### src/hw/rtl/assert_macros.svh
// Assertion macros used by the RTL file that carries concurrent checks.
`ifndef ASSERT_MACROS_SVH
`define ASSERT_MACROS_SVH

// Property holds at every clock edge outside reset.
`define ASSERT_ALWAYS(label, clk, rst, prop, msg) \
  label: assert property (@(posedge clk) disable iff (rst) (prop)) else $error(msg);

// Antecedent at an edge implies the consequent at the same edge.
`define ASSERT_IMPLIES(label, clk, rst, ante, cons, msg) \
  label: assert property (@(posedge clk) disable iff (rst) (ante) |-> (cons)) else $error(msg);

// Antecedent at an edge implies the consequent at the next edge.
`define ASSERT_NEXT(label, clk, rst, ante, cons, msg) \
  label: assert property (@(posedge clk) disable iff (rst) (ante) |=> (cons)) else $error(msg);

`endif

### src/hw/rtl/dmfd_pkg.sv
// Types and constants for the double-marker frame detector.
package dmfd_pkg;

  localparam logic [7:0] FIRST_MARK = 8'hEB;
  localparam logic [7:0] TRAILER = 8'hD7;
  localparam logic [16:0] TRAILER_OFFSET = 17'd5;
  localparam logic [15:0] MAX_LEN_RESET = 16'd256;

  // Phase codes.
  localparam logic [1:0] PH_HUNT = 2'd0;
  localparam logic [1:0] PH_HEADER = 2'd1;
  localparam logic [1:0] PH_BODY = 2'd2;

  // Status codes.
  localparam logic [2:0] ST_NONE = 3'd0;
  localparam logic [2:0] ST_DONE = 3'd1;
  localparam logic [2:0] ST_BAD_TRAILER = 3'd2;
  localparam logic [2:0] ST_NO_MARK2 = 3'd3;
  localparam logic [2:0] ST_TOO_LONG = 3'd4;

  typedef struct packed {
    logic [1:0]  phase;
    logic [16:0] byte_position;
    logic [7:0]  length_high;
    logic [15:0] length_value;
  } dmfd_state_t;

endpackage

### src/hw/rtl/dmfd_step.sv
// Next-state and status logic of the frame detector for one received word.
module dmfd_step (
  input  dmfd_pkg::dmfd_state_t state,
  input  logic [7:0]            data_byte,
  input  logic [15:0]           max_frame_len,
  output dmfd_pkg::dmfd_state_t state_next,
  output logic [2:0]            status,
  output logic                  in_frame
);
  import dmfd_pkg::*;

  logic [16:0] pos_inc;

  assign pos_inc = state.byte_position + 17'd1;

  always_comb begin
    state_next = state;
    status = ST_NONE;
    unique case (state.phase)
      PH_HEADER: begin
        state_next.byte_position = pos_inc;
        if (pos_inc == 17'd1) begin
          state_next.length_high = data_byte;
        end else if (pos_inc == 17'd2) begin
          state_next.length_value = {state.length_high, data_byte};
        end else if (data_byte != FIRST_MARK) begin
          status = ST_NO_MARK2;
          state_next.phase = PH_HUNT;
          state_next.byte_position = '0;
        end else if (state.length_value > max_frame_len) begin
          status = ST_TOO_LONG;
          state_next.phase = PH_HUNT;
          state_next.byte_position = '0;
        end else begin
          state_next.phase = PH_BODY;
        end
      end
      PH_BODY: begin
        state_next.byte_position = pos_inc;
        // The trailer sits at position length + 5.
        if (pos_inc >= ({1'b0, state.length_value} + TRAILER_OFFSET)) begin
          status = (data_byte == TRAILER) ? ST_DONE : ST_BAD_TRAILER;
          state_next.phase = PH_HUNT;
          state_next.byte_position = '0;
        end
      end
      default: begin
        state_next.phase = PH_HUNT;
        if (data_byte == FIRST_MARK) begin
          state_next.phase = PH_HEADER;
          state_next.byte_position = '0;
          state_next.length_value = '0;
        end
      end
    endcase
    in_frame = (state_next.phase != PH_HUNT);
  end

endmodule

### src/hw/rtl/double_marker_frame_detector.sv
// Top level of the double-marker frame detector: input stage, state and result register.
// Takes one received byte per word and gives one result word per byte, in order. A byte is
// latched in the input stage, then the frame state and the result are updated together
// when it moves into the result register, so one word is accepted every clock cycle while
// the output side takes results. Frames are 0xEB, length high, length low, 0xEB, length+1
// payload bytes, trailer 0xD7; max_frame_len (reset 256) bounds the accepted length and
// should be written while idle.
module double_marker_frame_detector (
  input  logic        clk,
  input  logic        rst,
  input  logic        cfg_wr_en,
  input  logic [15:0] cfg_wr_data,
  input  logic        in_valid,
  output logic        in_ready,
  input  logic [7:0]  data_byte,
  output logic        out_valid,
  input  logic        out_ready,
  output logic [2:0]  status,
  output logic        in_frame,
  output logic [15:0] frame_length
);
  import dmfd_pkg::*;

  logic [15:0] max_frame_len;
  logic        s1_valid;
  logic [7:0]  s1_byte;
  logic        s1_move;
  dmfd_state_t state;
  dmfd_state_t state_next;
  logic [2:0]  status_next;
  logic        in_frame_next;

  assign s1_move = s1_valid && (!out_valid || out_ready);
  assign in_ready = !s1_valid || s1_move;

  dmfd_step u_step (
    .state         (state),
    .data_byte     (s1_byte),
    .max_frame_len (max_frame_len),
    .state_next    (state_next),
    .status        (status_next),
    .in_frame      (in_frame_next)
  );

  always_ff @(posedge clk) begin
    if (rst) begin
      max_frame_len <= MAX_LEN_RESET;
    end else if (cfg_wr_en) begin
      max_frame_len <= cfg_wr_data;
    end
  end

  always_ff @(posedge clk) begin
    if (rst) begin
      s1_valid <= 1'b0;
    end else if (in_ready) begin
      s1_valid <= in_valid;
    end
  end

  always_ff @(posedge clk) begin
    if (in_valid && in_ready) begin
      s1_byte <= data_byte;
    end
  end

  always_ff @(posedge clk) begin
    if (rst) begin
      state <= '0;
      out_valid <= 1'b0;
    end else begin
      if (s1_move) begin
        state <= state_next;
        out_valid <= 1'b1;
      end else if (out_ready) begin
        out_valid <= 1'b0;
      end
    end
  end

  always_ff @(posedge clk) begin
    if (s1_move) begin
      status <= status_next;
      in_frame <= in_frame_next;
      frame_length <= state_next.length_value;
    end
  end

`include "assert_macros.svh"

  `ASSERT_ALWAYS(a_no_phase3, clk, rst, state.phase != 2'd3, "unreachable phase entered")
  `ASSERT_IMPLIES(a_hunt_pos, clk, rst, state.phase == PH_HUNT, state.byte_position == 17'd0, "position not cleared while hunting")
  `ASSERT_IMPLIES(a_body_pos, clk, rst, state.phase == PH_BODY, state.byte_position < ({1'b0, state.length_value} + TRAILER_OFFSET), "body ran past the trailer")
  `ASSERT_IMPLIES(a_status_ends, clk, rst, out_valid && (status != ST_NONE), !in_frame, "frame still open after a final status")
  `ASSERT_NEXT(a_result_follows, clk, rst, s1_move, out_valid, "moved word produced no result")

endmodule

### config.mk
export PLATFORM = sky130hd
export DESIGN_NAME = double_marker_frame_detector
export DESIGN_NICKNAME = d
export VERILOG_FILES = /design/src/hw/rtl/dmfd_pkg.sv /design/src/hw/rtl/dmfd_step.sv /design/src/hw/rtl/double_marker_frame_detector.sv
export VERILOG_INCLUDE_DIRS = /design/src /design/src/hw/rtl
export SDC_FILE = /design/constraint.sdc
export NUM_CORES = 1
export LEC_CHECK = 0
export BUFFER_PORTS_ARGS = -buffer_cell sky130_fd_sc_hd__buf_4
export CORE_ASPECT_RATIO = 1.5
export CORE_MARGIN = 3
export CORE_UTILIZATION = 59
export DETAILED_ROUTE_END_ITERATION = 10
export PLACE_DENSITY = 0.78
export SKIP_LAST_GASP = 1
export SYNTH_ARGS = -nofsm -noshare
export SYNTH_HDL_FRONTEND = slang
export SYNTH_SLANG_ARGS = --single-unit
### constraint.sdc
create_clock -name clk -period 4.2 [get_ports clk]
set_input_delay 0.63 -clock clk [delete_from_list [all_inputs] [get_ports clk]]
set_output_delay 0.63 -clock clk [all_outputs]
set_load 0.05 [all_outputs]
[Yosys cells after proc, flatten, opt, wreduce, memory -nomap -nowiden]
Cells that the tools add are included.
Widths: inputs -> output; s select.
Storage, ports and cells
  register bits after elaboration: 89
  bits of input ports: 29
  output and inout bits: 22
Operators by class
  add/sub/neg operators: 2
  order comparisons: 2
  eq/ne operators: 7
  multiplexer cells: 21
  reduce and logical (&&, ||, !) cells: 11
Operators with widths (count)
  $mux 19: 4
  $mux 16: 3
  $pmux 19 s2: 1
  $pmux 16 s2: 1
  $mux 18: 1
  $add 16x3->17 const B: 1
  $add 17x1->17 const B: 1
  $eq 17x1->1 const B: 1
  $eq 17x2->1 const B: 1
  $ge 17x17->1: 1
  $mux 17: 1
  $eq 8x8->1 const B: 2
  $gt 16x16->1: 1
  $mux 3: 5
  $ne 8x8->1 const B: 1
  $pmux 3 s2: 1
  $mux 2: 2
  $reduce_bool 2->1: 2
  $reduce_and 3->1: 1
  $reduce_bool 3->1: 1
  $eq 2x1->1 const B: 1
  $eq 2x2->1 const B: 1
  $logic_and 1x1->1: 2
  $logic_not 1->1: 2
  3 further kinds: 5

[Longest topological paths before layout]
Gate-level depths: netlist of run 1.
  word-level depth: 7
  mapped depth: 16
  mapped depth without buffers: 14

[Modules after synthesis]
Synthesis of run 1 repeated with hierarchy kept, for this count alone.
Second synthesis, totals
  cell total of the unflattened synthesis: 626
  area total of the unflattened synthesis: 5834.3 sq um
By module, submodules not included
  double_marker_frame_detector: times used 1, cells an instance 276, area each 3415.8 sq um, seq. area each 2062.0 sq um
  dmfd_step: times used 1, cells an instance 350, area each 2418.6 sq um, seq. area each 0.0 sq um

[Least setup slack after synthesis of run 1]
OpenSTA, ideal clock, no wires.
  path kind: flip-flop to flip-flop
  start: register state[24] (netlist name)
  end: register state[26] (netlist name)
  setup time: 71 ps
  data arrival time: 3602 ps
  data required time: 4129 ps
  path slack: 528 ps
  stages on the path, launching flop included: 17
  buffers on the path: 2
  cells stage by stage: dfxtp_1 > ha_1 > nand4_1 > or3_1 > buf_2 > and2_1 > or2_2 > ha_1 > a21oi_1 > o21ai_0 > a2111oi_0 > o31a_1 > o211ai_1 > o211ai_2 > buf_2 > o211ai_1 > a21oi_1
Between the ends
  cells in the longest elaborated chain, start to end: 6
  elaborated cells between the ends (all ways): 10
  classes of those cells: add/sub (1); order compare (1); eq/ne (2); mux (6)
Ends and longest elaborated chain
  $add 17x1->17 *: line dmfd_step.sv:14  | assign pos_inc = state.byte_position + 17'd1;
  branches (longest 4 deep; another with $ge 17x17->1)
  $pmux 19 s2 *: line dmfd_step.sv:19  | unique case (state.phase)
Mark *: on every way between the ends.
A chain may end at the register's enable or synchronous reset.

[Final worst setup path of run 1]
  start: register state[25] (netlist name)
  end: register in_frame (data pin)
Between the ends
  cells in the longest elaborated chain, start to end: 6
  elaborated cells between the ends (all ways): 9
  classes of those cells: add/sub (1); order compare (1); eq/ne (2); mux (4); reduce/logical (1)
Ends and longest elaborated chain
  $add 17x1->17 *: line dmfd_step.sv:14
  branches (longest 3 deep; another with $ge 17x17->1)
  $pmux 19 s2 *: line dmfd_step.sv:19
  $reduce_bool 2->1 *: line dmfd_step.sv:56  | in_frame = (state_next.phase != PH_HUNT);
  named net in_frame_next: line double_marker_frame_detector.sv:31  | logic in_frame_next;
  end signal: assignment: line double_marker_frame_detector.sv:84  | in_frame <= in_frame_next;
  end: declaration: line double_marker_frame_detector.sv:19  | output logic in_frame,
Mark *: on every way through the listed nets, which the timed path passes.

==> impl.org, run 1 <==
** Power
- The analysis attributes to cell leakage a power of 2.355 nW.
- P per Cell Area :: 324.5 mW/mm²
- VDD IR-drop max :: 0.3550 mV

** Worst setup path
- The largest individual stage delay along the critical path comes from the cell sky130_fd_sc_hd__or3_1.
- The setup path with the least slack is of type flop to flop.
- Largest fanout on the critical path :: 7
- The worst setup path is launched from a flop.
- Cells along the critical path :: ha_2, nand4_1, or3_1, nor3_1, xor2_1, ha_1, and3_1, o2bb2ai_1, a2111oi_0, o31a_1, o21ai_0, nor2_1, o22ai_1, a21boi_0
- The largest single stage delay on the critical path is 0.49 ns.
- The critical path contains buffers and inverters numbering 0 combined.
- At the worst endpoint, the arrival time is 4.21 ns.
- For the worst setup path, the data required time is 4.37 ns.
- CP Capture Type :: flop
- Top delay family on crit path :: simple AND/OR/NAND/NOR gates

** Synth
- After synthesis the netlist holds a flip-flop and latch count of 89.
- Of the total synthesized cell area, the portion taken by XOR and XNOR cells is 4.889%.
- The most used flip-flop cell after synthesis is sky130_fd_sc_hd__dfxtp_1.
- After Yosys synthesis, and, or, nand and nor cells account for 17.24% of the synthesized area.
- Of all cell types, the one taking the most synthesized area is sky130_fd_sc_hd__dfxtp_1.
- The synthesized netlist contains 60 unique library cells.
- Proportion of netlist area held by the largest area contributor :: 24.35%
- Post-synthesis cell area :: 0.005016 mm²
- Of all flip-flops after synthesis, the portion carrying an async set or reset was 0%.
- Portion of netlist area occupied by mux cells :: 4.989%
- Mean instance size in the synthesized netlist :: 9.778 µm²
- After synthesis, the largest family of logic cells by area is compound AO/OA/AOI/OAI gates.
- Adder-cell area share of the yosys netlist :: 9.728%
- The synthesized design contains 28 enable-type register cells.
- By area the synthesized netlist is led by sky130_fd_sc_hd__dfxtp_1, sky130_fd_sc_hd__edfxtp_1, sky130_fd_sc_hd__ha_1.
- Synth warnings :: 0
- Share of the yosys chip area belonging to registers :: 41.11%
- After technology mapping, the gate count stands at 513.
- Syn nets :: 581
- Compound-cell area share of the yosys netlist :: 17.66%

** Global routing
- Maximum number of pins on one net before global-route repair :: 47
- Tot GR Track Use :: 27.63%
- The number of global-route vias before repair is 4,100.
- The first global-routing pass estimated 20,540 µm of wire.
- Total gr overflow :: 0
- Antenna violations before repair :: 0

** Clock tree
- Total clock buffers created by CTS :: 9
- For this design, the sink count on the clock tree is 89.
- After clock tree synthesis, the flow added hold-fix buffers numbering 0.
- Maximum count of clock buffers along a single path :: 2
- The root buffer cell chosen for the clock tree is sky130_fd_sc_hd__clkbuf_16.
- CTS clock-pin slew for the worst setup and hold paths :: 0.06 ns
- Clock tree from TritonCTS :: yes
- Latest clock arrival within the worst-skew pair :: 0.35 ns
- The H-tree was split into 3 levels.

** Min path
- Worst Hold Class :: input port to flop

** Layout
- After routing the design area is 0.005776 mm².
- The library cell used most frequently in the layout, excluding fill and tap cells, is sky130_fd_sc_hd__dfxtp_1.
- Number of cells in the finished layout apart from fillers :: 666
- 0 antenna diodes ended up in the layout.
- Number of nets in the final layout :: 624
- Cells fill 70.80% of the core in the end.
- Relative to the synthesized area, the layout overhead comes to 15.14%.
- In the layout the commonest cells are sky130_fd_sc_hd__dfxtp_1, sky130_fd_sc_hd__buf_4, sky130_fd_sc_hd__nor2_1, sky130_fd_sc_hd__ha_1, sky130_fd_sc_hd__nand2_1.
- Filler Cell Count :: 609
- Cells with a size suffix above 1 make up 16.22% of the layout.

** Timing
- Final number of setup-violating endpoints :: 0
- Derived from the worst setup path, the maximum achievable clock frequency is 0.2474 GHz.
- Subtracting the final worst setup slack from the clock period gives 4.043 ns.
- The max-slew violation total from the final report is 0.
- Final Cycle Share :: 96.25%
- Hold violation total from the final report :: 0
- Tightest Pin Transition :: 0.7314 ns
- Relative slew slack :: 51.10%
- Once routing completed, OpenROAD measured the worst setup slack at 0.1574 ns.
- The clock arrives with 0.007916 ns of skew.

** Routing
- Count of vias placed by the detailed router :: 4,287
- Count of nets left with antenna violations after detail routing :: 0
- After detailed routing, the average wire length per cell comes to 19.24 µm.
- For this run, design rule violations remaining after detail routing come to 0.
- In this run, the number of DRC markers left after iteration 0 of detailed routing was 344.
- Detailed-route vias per instance :: 6.437
- Post-detailed-routing wire length :: 12,820 µm
- Detailed-router iteration count before antenna repair :: 5

** Floorplan
- Once the floorplan was initialized, standard cells occupied 61.49% of the core.
- Die Ht :: 118.9 µm
- Horiz. Die Dim :: 81.29 µm
- The floorplan step defined a die boundary enclosing 0.009667 mm².
- In this run the count of I/O pins placed on the die edge is 51.
- After floorplanning, the core was sized to cover 0.008158 mm².
- Row generation in the floorplan step produced 40 rows.

** Place
- In this run, placement finished with an instance count of 649.
- The congestion estimate from routability-driven global placement came to 0.8472.
- Detailed placement finished with a half-perimeter wire length of 9127 µm.
- Post-placement cell area :: 0.005449 mm²
- IO Port Bufs :: 50
- Prior to clock tree synthesis, the placed netlist has a worst setup slack of 0.2107 ns.

** Run
- Max-cap violations in this run came to 0.

** Run status
- Outcome :: finished, final reports clean
[synthesized netlist by cell type, types with 4 or more instances]
cell,count
sky130_fd_sc_hd__nand4_1,6
sky130_fd_sc_hd__xor2_1,17
sky130_fd_sc_hd__clkbuf_1,11
sky130_fd_sc_hd__nand3_1,15
sky130_fd_sc_hd__xnor2_1,11
sky130_fd_sc_hd__a21o_1,4
sky130_fd_sc_hd__or3_1,5
sky130_fd_sc_hd__a22o_1,16
sky130_fd_sc_hd__a21oi_1,22
sky130_fd_sc_hd__and2_1,7
sky130_fd_sc_hd__nand2_1,32
sky130_fd_sc_hd__or2_2,6
sky130_fd_sc_hd__edfxtp_1,28
sky130_fd_sc_hd__a32o_1,16
sky130_fd_sc_hd__inv_1,27
sky130_fd_sc_hd__and3_1,7
sky130_fd_sc_hd__nor3_1,6
sky130_fd_sc_hd__o21ai_0,8
sky130_fd_sc_hd__buf_2,7
sky130_fd_sc_hd__a31oi_1,4
sky130_fd_sc_hd__nor2_1,53
sky130_fd_sc_hd__and4_1,4
sky130_fd_sc_hd__dfxtp_1,61
sky130_fd_sc_hd__ha_1,39
sky130_fd_sc_hd__nand2b_1,5
sky130_fd_sc_hd__mux2i_1,25
sky130_fd_sc_hd__a32oi_1,12
sky130_fd_sc_hd__nor2b_1,4
sky130_fd_sc_hd__o211ai_1,8
[what timing repair did]
| action | CTS | global route |
|---|---|---|
| endpoints found under the setup margin | 0 | 20 |
| hold endpoints to repair | 0 | 0 |
| buffers inserted | 0 | 1 |
| resized for setup | 0 | 3 |
[registers in the layout, summed over array words and instances, names as in the netlist]
name,cells
max_frame_len,16
in_frame,1
out_valid,1
state,43
s1_valid,1
status,3
frame_length,16
s1_byte,8
[cell families after synthesis]
logic type / count (synthesis)
XOR/XNOR: 28
buffers and inverters: 52
flip-flops: 89
multiplexers: 25
adder cells (fa/ha/maj): 39
AO/OA/AOI/OAI: 115
AND/OR/NAND/NOR: 165
[per-stage QoR]
step	power, mW	hold WS [ns]	setup TNS, ns
finish	1.874	0.4558	0
global route	1.932	0.4483	-0.04266
CTS	1.882	0.4477	0
detailed placement	1.063	0.4804	0
global placement	1.059	0.4751	0
floorplan	1.013	0.4604	0
[power breakdown]
| part | internal [mW] | total (mW) | switching, mW |
|---|---|---|---|
| sequential | 0.908 | 0.922 | 0.0142 |
| clock | 0.483 | 0.829 | 0.346 |
| combinational | 0.0487 | 0.123 | 0.0744 |
| total | 1.44 | 1.87 | 0.435 |
[final cells by class]
cell class                 count  area, µm²  share of cell area (%)
clock inverter                 5      63.81                   1.105
clock buffer                  11      242.7                   4.203
tap                          105      131.4                   2.275
multi-input combinational    372       2745                   47.53
inverter                      27      101.3                   1.755
timing repair buffer          57      427.9                   7.409
sequential                    89       2063                   35.72
[worst paths after layout]
check	from	end	slack (ns)	depth (start not counted)
max	state[25]	in_frame	0.16	14
min	data_byte[6]	s1_byte[6]	0.46	1
max reg2reg	state[25]	in_frame	0.16	14
min reg2reg	max_frame_len[8]	max_frame_len[8]	0.50	2
[worst reg2reg max path: stages (launching register included)]
cell                        delay (ns)
sky130_fd_sc_hd__dfxtp_2          0.40
sky130_fd_sc_hd__ha_2             0.25
sky130_fd_sc_hd__nand4_1          0.17
sky130_fd_sc_hd__or3_1            0.49
sky130_fd_sc_hd__nor3_1           0.28
sky130_fd_sc_hd__xor2_1           0.30
sky130_fd_sc_hd__ha_1             0.30
sky130_fd_sc_hd__and3_1           0.20
sky130_fd_sc_hd__o2bb2ai_1        0.13
sky130_fd_sc_hd__a2111oi_0        0.38
sky130_fd_sc_hd__o31a_1           0.23
sky130_fd_sc_hd__o21ai_0          0.17
sky130_fd_sc_hd__nor2_1           0.23
sky130_fd_sc_hd__o22ai_1          0.12
sky130_fd_sc_hd__a21boi_0         0.21
[layer usage]
| metal | track usage (%) | vias up | part of all wire [%] |
|---|---|---|---|
| li1 | - | 1999 | - |
| met1 | 32.05 | 2040 | 37 |
| met2 | 46.79 | 195 | 52 |
| met3 | 4.539 | 53 | 5.9 |
| met4 | 15.64 | 0 | 5.1 |
| met5 | 0 | - | 0 |
Note: power is estimated with default switching activity, not from simulation.
==> run 2: changes to the inputs <==
--- a/config.mk
+++ b/config.mk
@@ -9,9 +9,9 @@
 export BUFFER_PORTS_ARGS = -buffer_cell sky130_fd_sc_hd__buf_4
 export CORE_ASPECT_RATIO = 1.5
 export CORE_MARGIN = 3
-export CORE_UTILIZATION = 59
+export CORE_UTILIZATION = 45
 export DETAILED_ROUTE_END_ITERATION = 10
-export PLACE_DENSITY = 0.78
+export PLACE_DENSITY = 0.62
 export SKIP_LAST_GASP = 1
 export SYNTH_ARGS = -nofsm -noshare
 export SYNTH_HDL_FRONTEND = slang
==> run 2 against run 1 <==
  * Clock skew is 0.0010 ns lower
  * Non-clock buffer count is 1 higher
  * Sequential share of layout area is 0.30 points lower
  * Total power is 1.1% lower
  * Sequential power hardly changed
  * Via count is 4.7% lower
  * Maximum frequency is 5.2% higher
  * Core utilization is 16 points lower
  * Hold slack worse by 0.0021 ns
  * Sequential cell count stayed put
  * Register-to-register slack better by 0.20 ns
  * Critical endpoint is now state[24]
==> impl.org, run 2 (same netlist as run 1, synthesis figures left out) <==
** Power
- VDD IR-drop max :: 0.2540 mV (was 0.3550 mV)
- Static power due to leakage :: 2.350 nW (was 2.355 nW)
- The share of total power consumed by net switching was 25.74% (was 23.20%).
- The sequential share of power is 49.7% (was 49.2%).
- The internal cell power came to 1.376 mW (was 1.439 mW).
- Combinational power share :: 6.7% (was 6.6%)
- The power density over the cells is 318.1 mW/mm² (was 324.5 mW/mm²).
- The net load switching power was 0.4768 mW (was 0.4347 mW).
- The fraction of power consumed by the clock network was 43.6% (was 44.2%).

** Clock tree
- The number of buffers inserted to repair setup after CTS is 0 (unchanged).
- TritonCTS Sinks :: 89 (unchanged)
- The number of CTS-inserted buffers is 9 (unchanged).
- Clock tree from TritonCTS :: yes (unchanged)
- Clk root buf :: sky130_fd_sc_hd__clkbuf_16 (unchanged)
- The insertion delay to the later sink of the worst-skew pair came to 0.35 ns (about the same).
- Htree depth :: 3 (unchanged)
- Maximum count of clock buffers along a single path :: 2 (unchanged)
- CTS clock-pin slew for the worst setup and hold paths :: 0.07 ns (was 0.06 ns)

** Place
- The final weighted congestion of routability-driven global placement came to 0.9351 (was 0.8472).
- The worst setup slack after placement is 0.2114 ns (was 0.2107 ns).
- Half-perimeter wire length of the detailed placement result :: 9753 µm (was 9127 µm)
- IO Port Bufs :: 50 (unchanged)

** Worst setup path
- Critical path data arrival time :: 4.11 ns (was 4.21 ns)
- The worst flop-to-flop path endpoint is state[24] (was in_frame).
- The largest fanout on the critical path was 17 (was 7).
- Start-to-end type of the worst setup path :: flop to flop (unchanged)
- The element type at the critical path end was a flop (unchanged).
- The required time reported for the critical path endpoint is 4.47 ns (was 4.37 ns).
- The kind of start point of the critical path is a flop (unchanged).
- The worst-case reg-to-reg path depth was 14 (unchanged).
- The flop-to-flop setup slack is 0.36 ns (was 0.16 ns).
- The startpoint of the worst register-to-register path is state[25] (unchanged).

** Run status
- Outcome :: finished, final reports clean (unchanged)

** Routing
- DRT iter0 DRCs :: 184 (was 344)
- Per-cell routed wire length :: 18.49 µm (was 19.24 µm)
- The number of nets still failing antenna checks after routing was 0 (unchanged).
- Detailed-route vias per instance :: 5.789 (was 6.437)
- Post-detailed-routing wire length :: 13,060 µm (was 12,820 µm)
- Count of vias placed by the detailed router :: 4,087 (was 4,287)
- The final routed DRC violation total came to 0 (unchanged).
- The number of optimization iterations in the first detailed-route pass came to 5 (unchanged).

** Timing
- The max-slew violation total from the final report is 0 (unchanged).
- The final clock period utilization by the worst path is 91.47% (was 96.25%).
- The clock period minus final worst setup slack came to 3.842 ns (was 4.043 ns).
- The total negative slack came to 0 ns (unchanged).
- The highest clock frequency the design can meet is 0.2603 GHz (was 0.2474 GHz).
- Hold violation total from the final report :: 0 (unchanged)
- Setup repair after global routing left no endpoint under its margin.
- Setup WS post-layout :: 0.3583 ns (was 0.1574 ns)
- Relative slew slack :: 55.36% (was 51.10%)
- Final number of setup-violating endpoints :: 0 (unchanged)
- The measured slew at the worst slew-check pin was 0.6677 ns (was 0.7314 ns).
- The worst-case clock skew is 0.006916 ns (was 0.007916 ns).

** Global routing
- The global routing usage on met2 was 38.74% (was 46.79%).
- The initial antenna violation count is 0 (unchanged).
- The residual overflow from global routing came to 0 (unchanged).
- Vias in the first global route :: 4,205 (was 4,100)
- The most congested layer reported by global routing is met2 (unchanged).
- The global-route wire length before repair was 21,250 µm (was 20,540 µm).
- Tot GR Track Use :: 21.76% (was 27.63%)
- Met1 routing resource usage after global routing :: 24.80% (was 32.05%)
- The met3 global-route usage is 3.224% (was 4.539%).
- The maximum number of pins on one net before global-route repair was 47 (unchanged).

** Floorplan
- Top-Level Pins :: 51 (unchanged)
- The area enclosed by the die boundary was 0.01248 mm² (was 0.009667 mm²).
- Die Ht :: 135.3 µm (was 118.9 µm)
- The site row count came to 46 (was 40).
- The core outline area came to 0.01071 mm² (was 0.008158 mm²).
- Horiz. Die Dim :: 92.21 µm (was 81.29 µm)
- Starting Density :: 46.86% (was 61.49%)

** Layout
- The sequential cell area is 0.002063 mm² (unchanged).
- The commonest non-fill, non-tap cell in the layout was sky130_fd_sc_hd__dfxtp_1 (unchanged).
- Commonest cells after routing, fill and taps aside :: sky130_fd_sc_hd__dfxtp_1, sky130_fd_sc_hd__buf_4, sky130_fd_sc_hd__nor2_1, sky130_fd_sc_hd__ha_1, sky130_fd_sc_hd__nand2_1 (unchanged)
- The number of inserted filler cells in the final layout was 1,008 (was 609).
- The number of flip-flops under the largest register name was 43 (unchanged).
- Biggest regs :: state (43), frame_length (16), max_frame_len (16) (unchanged)
- Number of nets in the final layout :: 625 (was 624)
- The signed area change from the synthesized netlist to the final layout came to 16.11% (was 15.14%).
- Share of final-layout standard cells stronger than drive strength 1 :: 16.55% (was 16.22%)
- The register name with the most flops was state (unchanged).
- Diode count :: 0 (unchanged)
- Area of the multi-input gates :: 0.002746 mm² (was 0.002745 mm²)

** Min path
- The endpoint with the worst hold slack was s1_byte[1] (was s1_byte[6]).
- The hold path startpoint is data_byte[1] (was data_byte[6]).
- The hold path depth was 1 (unchanged).
- Worst Hold Class :: input port to flop (unchanged)

** Run
- The number of violations of the max-capacitance limit is 0 (unchanged).
[run 2: critical path, cell delays in order (launching register included)]
cell and delay, ns:
sky130_fd_sc_hd__dfxtp_2 0.40, sky130_fd_sc_hd__ha_2 0.25, sky130_fd_sc_hd__nand4_1 0.17, sky130_fd_sc_hd__or3_1 0.49, sky130_fd_sc_hd__and2_1 0.21, sky130_fd_sc_hd__or2_2 0.30, sky130_fd_sc_hd__ha_1 0.31, sky130_fd_sc_hd__a21oi_1 0.13
sky130_fd_sc_hd__o21ai_0 0.13, sky130_fd_sc_hd__a2111oi_1 0.36, sky130_fd_sc_hd__o31a_1 0.22, sky130_fd_sc_hd__o211ai_1 0.15, sky130_fd_sc_hd__o211ai_4 0.28, sky130_fd_sc_hd__a21oi_1 0.13, sky130_fd_sc_hd__a211oi_1 0.22
[run 2: routing by layer]
| metal | up-vias | share of wire [%] |
|---|---|---|
| li1 | 2004 | - |
| met1 | 1946 | 40 |
| met2 | 102 | 52 |
| met3 | 35 | 3.5 |
| met4 | 0 | 4.1 |
| met5 | - | 0 |
[run 2: through the flow]
stage	cell area, µm²	hold slack (ns)	std cells	power [mW]	utilization [%]
final	5824	0.4537	706	1.853	54.41
after global routing	5824	0.4407	706	1.912	54.41
after CTS	5811	0.4376	706	1.877	54.28
after detailed placement	5513	0.4857	690	1.066	51.50
after global placement	5513	0.4759	690	1.064	51.50
after floorplan	5016	0.4604	513	1.013	-
[run 2: timing repair]
| action | CTS | global route |
|---|---|---|
| endpoints found under the setup margin | 0 | 20 |
| gates resized for setup | 0 | 4 |
| hold buffers | 0 | 0 |
[run 2: layout make-up]
cell class	count	area share [%]
Multi-Input combinational cell	372	47.15
Sequential cell	89	35.42
Timing Repair Buffer	58	7.476
Clock buffer	9	3.867
Tap cell	144	3.093
Inverter	27	1.740
Clock inverter	7	1.246
[run 2: worst max path at each step]
| stage | start | end | slack, ns | cells after the start |
|---|---|---|---|---|
| final | state[25] | state[24] | 0.36 | 14 |
| after detailed placement | state[25] | state[24] | 0.21 | 14 |
| after CTS | state[25] | state[24] | 0.21 | 14 |
| after global placement | state[25] | state[24] | 0.34 | 14 |
| after global routing | state[25] | in_frame | 0.01 | 14 |
| after floorplan | state[24] | state[26] | 0.53 | 16 |
[run 2: power by group through the flow]
stage               clock network, mW  registers [mW]  logic [mW]
floorplan                           0           0.962      0.0516
global placement                    0           0.941       0.123
detailed placement                  0           0.941       0.125
CTS                             0.830           0.921       0.126
global route                    0.852           0.923       0.136
finish                          0.807           0.921       0.124
==> run 3: changes to the inputs <==
--- a/config.mk
+++ b/config.mk
@@ -11,6 +11,7 @@
 export CORE_MARGIN = 3
 export CORE_UTILIZATION = 45
 export DETAILED_ROUTE_END_ITERATION = 10
+export GPL_TIMING_DRIVEN = 0
 export PLACE_DENSITY = 0.62
 export SKIP_LAST_GASP = 1
 export SYNTH_ARGS = -nofsm -noshare
==> run 3 against run 2 <==
  * Global-route usage about the same
  * Sequential power about the same
  * Maximum frequency decreased by 0.85%
  * Routed wire length increased by 1.1%
  * Cell area increased by 1.4%
  * Largest cell class unchanged
==> impl.org, run 3 (same netlist as run 1, synthesis figures left out) <==
** Layout
- The signed area change from the synthesized netlist to the final layout came to 17.79% (was 16.11%).
- Area of the multi-input gates :: 0.002753 mm² (was 0.002746 mm²)
- Utilization after layout :: 55.19% (was 54.41%)
- The register name with the most flops is state (unchanged).
- Diode count :: 0 (unchanged)
- Commonest cells after routing, fill and taps aside :: sky130_fd_sc_hd__dfxtp_1, sky130_fd_sc_hd__nor2_1, sky130_fd_sc_hd__buf_4, sky130_fd_sc_hd__ha_1, sky130_fd_sc_hd__nand2_1 (was sky130_fd_sc_hd__dfxtp_1, sky130_fd_sc_hd__buf_4, sky130_fd_sc_hd__nor2_1, sky130_fd_sc_hd__ha_1, sky130_fd_sc_hd__nand2_1)
- Most frequent standard cell in the layout excluding fill and tap cells :: sky130_fd_sc_hd__dfxtp_1 (unchanged)
- The number of nets in the final layout came to 642 (was 625).
- Biggest regs: state (43), frame_length (16), max_frame_len (16) (unchanged).
- The share of cells above drive strength 1 is 16.93% (was 16.55%).
- The number of flip-flops under the largest register name is 43 (unchanged).
- Filler Cell Count :: 1,003 (was 1,008)
- The sequential cell area came to 0.002067 mm² (was 0.002063 mm²).

** Timing
- The remaining max-slew budget at the tightest pin is 36.07% (was 55.36%).
- Unrepaired setup endpoints after global routing :: no (unchanged)
- The worst-case clock skew is 0.006596 ns (was 0.006916 ns).
- Final Cycle Share :: 92.25% (was 91.47%)
- The final-report setup violation count came to 0 (unchanged).
- The clock period minus final worst setup slack was 3.875 ns (was 3.842 ns).
- Setup WS post-layout :: 0.3253 ns (was 0.3583 ns)
- The max-slew violation total from the final report is 0 (unchanged).
- The number of endpoints with negative hold slack in the final report is 0 (unchanged).
- Tightest Pin Transition :: 0.9579 ns (was 0.6677 ns)
- The highest clock frequency the design can meet is 0.2581 GHz (was 0.2603 GHz).
- The tightest hold margin was 0.4474 ns (was 0.4537 ns).

** Floorplan
- Horiz. Die Dim :: 92.21 µm (unchanged)
- The starting utilization of the core area was 46.86% (unchanged).
- Standard-cell row count :: 46 (unchanged)
- The number of top-level pins came to 51 (unchanged).
- Core ar. :: 0.01071 mm² (unchanged)
- Die area :: 0.01248 mm² (unchanged)
- The height of the chip was 135.3 µm (unchanged).

** Clock tree
- Total clock buffers created by CTS :: 9 (unchanged)
- The root cell of the clock tree was sky130_fd_sc_hd__clkbuf_16 (unchanged).
- The number of H-tree levels is 3 (unchanged).
- The clock tree from TritonCTS is yes (unchanged).
- Maximum count of clock buffers along a single path :: 2 (unchanged)
- TritonCTS Sinks :: 89 (unchanged)
- Latest clock arrival within the worst-skew pair :: 0.35 ns (about the same)
- CTS clock-pin slew for the worst setup and hold paths :: 0.08 ns (was 0.07 ns)

** Worst setup path
- The cell family contributing the most delay on the critical path is compound AO/OA/AOI/OAI gates (unchanged).
- The type of the setup path with the least slack is flop to flop (unchanged).
- Setup crit start :: state[24] (was state[25])
- Cells along the critical path: ha_4, nand4_1, or3_1, buf_2, nor3_1, xor2_1, ha_1, and3_1, o2bb2ai_1, a2111oi_2, o31a_1, o211ai_1, o211ai_2, buf_6, o211ai_1, a21oi_1 (was ha_2, nand4_1, or3_1, and2_1, or2_2, ha_1, a21oi_1, o21ai_0, a2111oi_1, o31a_1, o211ai_1, o211ai_4, a21oi_1, a211oi_1).
- The sum of buffers and inverters on the critical path is 2 (was 0).
- Library cell appearing most often on the critical path :: sky130_fd_sc_hd__o211ai_1 (was sky130_fd_sc_hd__a21oi_1)
- Worst-path cell with the longest stage delay :: sky130_fd_sc_hd__dfxtp_4 (was sky130_fd_sc_hd__or3_1)
- Critical path data arrival time :: 4.15 ns (was 4.11 ns)
- The element type at the critical path end is a flop (unchanged).
- Largest fanout on the critical path :: 10 (was 17)
- The startpoint of the worst register-to-register path is state[24] (was state[25]).
- The kind of start point of the critical path is a flop (unchanged).
- Endpoint required time on the critical path :: 4.48 ns (was 4.47 ns)
- Critical Path Max Stage Delay :: 0.44 ns (was 0.49 ns)

** Routing
- The routed via count came to 4,230 (was 4,087).
- The average via count per standard cell is 5.851 (was 5.789).
- DRT iter0 DRCs :: 201 (was 184)
- Detailed-router iteration count before antenna repair :: 5 (unchanged)
- DRC violations left :: 0 (unchanged)
- The number of nets still failing antenna checks after routing is 0 (unchanged).
- The final wirelength is 13,200 µm (was 13,060 µm).
- The average wire per cell in the routed design is 18.26 µm (was 18.49 µm).

** Power
- Static power due to leakage :: 2.395 nW (was 2.350 nW)
- The power density over the cells is 317.8 mW/mm² (was 318.1 mW/mm²).
- VDD IR-drop max :: 0.2004 mV (was 0.2540 mV)

** Run status
- Outcome: finished, final reports clean (unchanged).

** Place
- The total half-perimeter wirelength after legalization and detailed placement was 9952 µm (was 9753 µm).
- The worst setup slack after placement is -0.4075 ns (was 0.2114 ns).
- The final weighted congestion of routability-driven global placement came to 0.8813 (was 0.9351).
- IO Port Bufs :: 48 (was 50)

** Global routing
- Tot GR Track Use :: 21.79% (was 21.76%)
- Vias in the first global route :: 4,170 (was 4,205)
- Antenna violations before repair :: 0 (unchanged)
- The maximum number of pins on one net before global-route repair is 23 (was 47).
- Total gr overflow :: 0 (unchanged)
- The global-route wire length before repair is 21,200 µm (was 21,250 µm).

** Min path
- Hold wc startpoint :: data_byte[1] (unchanged)
- Worst Hold Class :: input port to flop (unchanged)

** Run
- The number of violations of the max-capacitance limit was 0 (unchanged).
run 3: cell types whose count changed in the layout (fill, tap and decap cells not counted), moves of 2 or more:
cell / delta
sky130_fd_sc_hd__buf_1: +3
sky130_fd_sc_hd__buf_6: +2
sky130_fd_sc_hd__buf_2: +6
sky130_fd_sc_hd__clkbuf_1: +11
sky130_fd_sc_hd__buf_4: -6
run 3: layout make-up:
type / instances / share of cell area (%)
multi-input combinational: 372 / 46.59
timing repair buffer: 50 / 6.353
clock buffer: 9 / 3.812
tap: 144 / 3.050
inverter: 27 / 1.715
clock inverter: 7 / 1.377
buffer: 25 / 2.118
sequential: 89 / 34.99
run 3: what timing repair did:
| action | in CTS | in global routing |
|---|---|---|
| hold buffers | 0 | 0 |
| buffers inserted | 0 | 2 |
| cloned | 0 | 0 |
| hold endpoints to repair | 0 | 0 |
| endpoints found under the setup margin | 22 | 19 |
| resized for setup | 7 | 2 |
| pin swaps | 0 | 2 |
run 3: stage by stage:
step           setup TNS (ns)  power (mW)  cell area [µm²]  instances
3_3_place_gp           -2.604       1.064             5557        705
5_1_grt                     0       1.931             5908        723
4_1_cts                     0       1.896             5881        721
6_report                    0       1.878             5908        723
3_5_place_dp           -5.010       1.068             5557        705
2_1_floorplan               0       1.013             5016        513
run 3: path summary, 6_finish.rpt:
path	to	slack, ns	cells past startpoint
worst min register to register	max_frame_len[4]	0.50	2
worst min-delay path	s1_byte[1]	0.45	1
worst max register to register	state[34]	0.33	16
worst max-delay path	state[34]	0.33	16
run 3: routing by layer:
metal	routed length [µm]	up-vias	GRT usage, %	part of all wire [%]
li1	-	2022	-	-
met1	5188	2053	24.72	39
met2	7011	125	39.67	53
met3	607	30	3.224	4.6
met4	396	0	10.50	3.0
met5	0	-	0	0
run 3: where the power goes:
part	internal (mW)	switching, mW
Clock	0.427	0.404
Sequential	0.907	0.0143
Combinational	0.0478	0.0781
Total	1.38	0.496
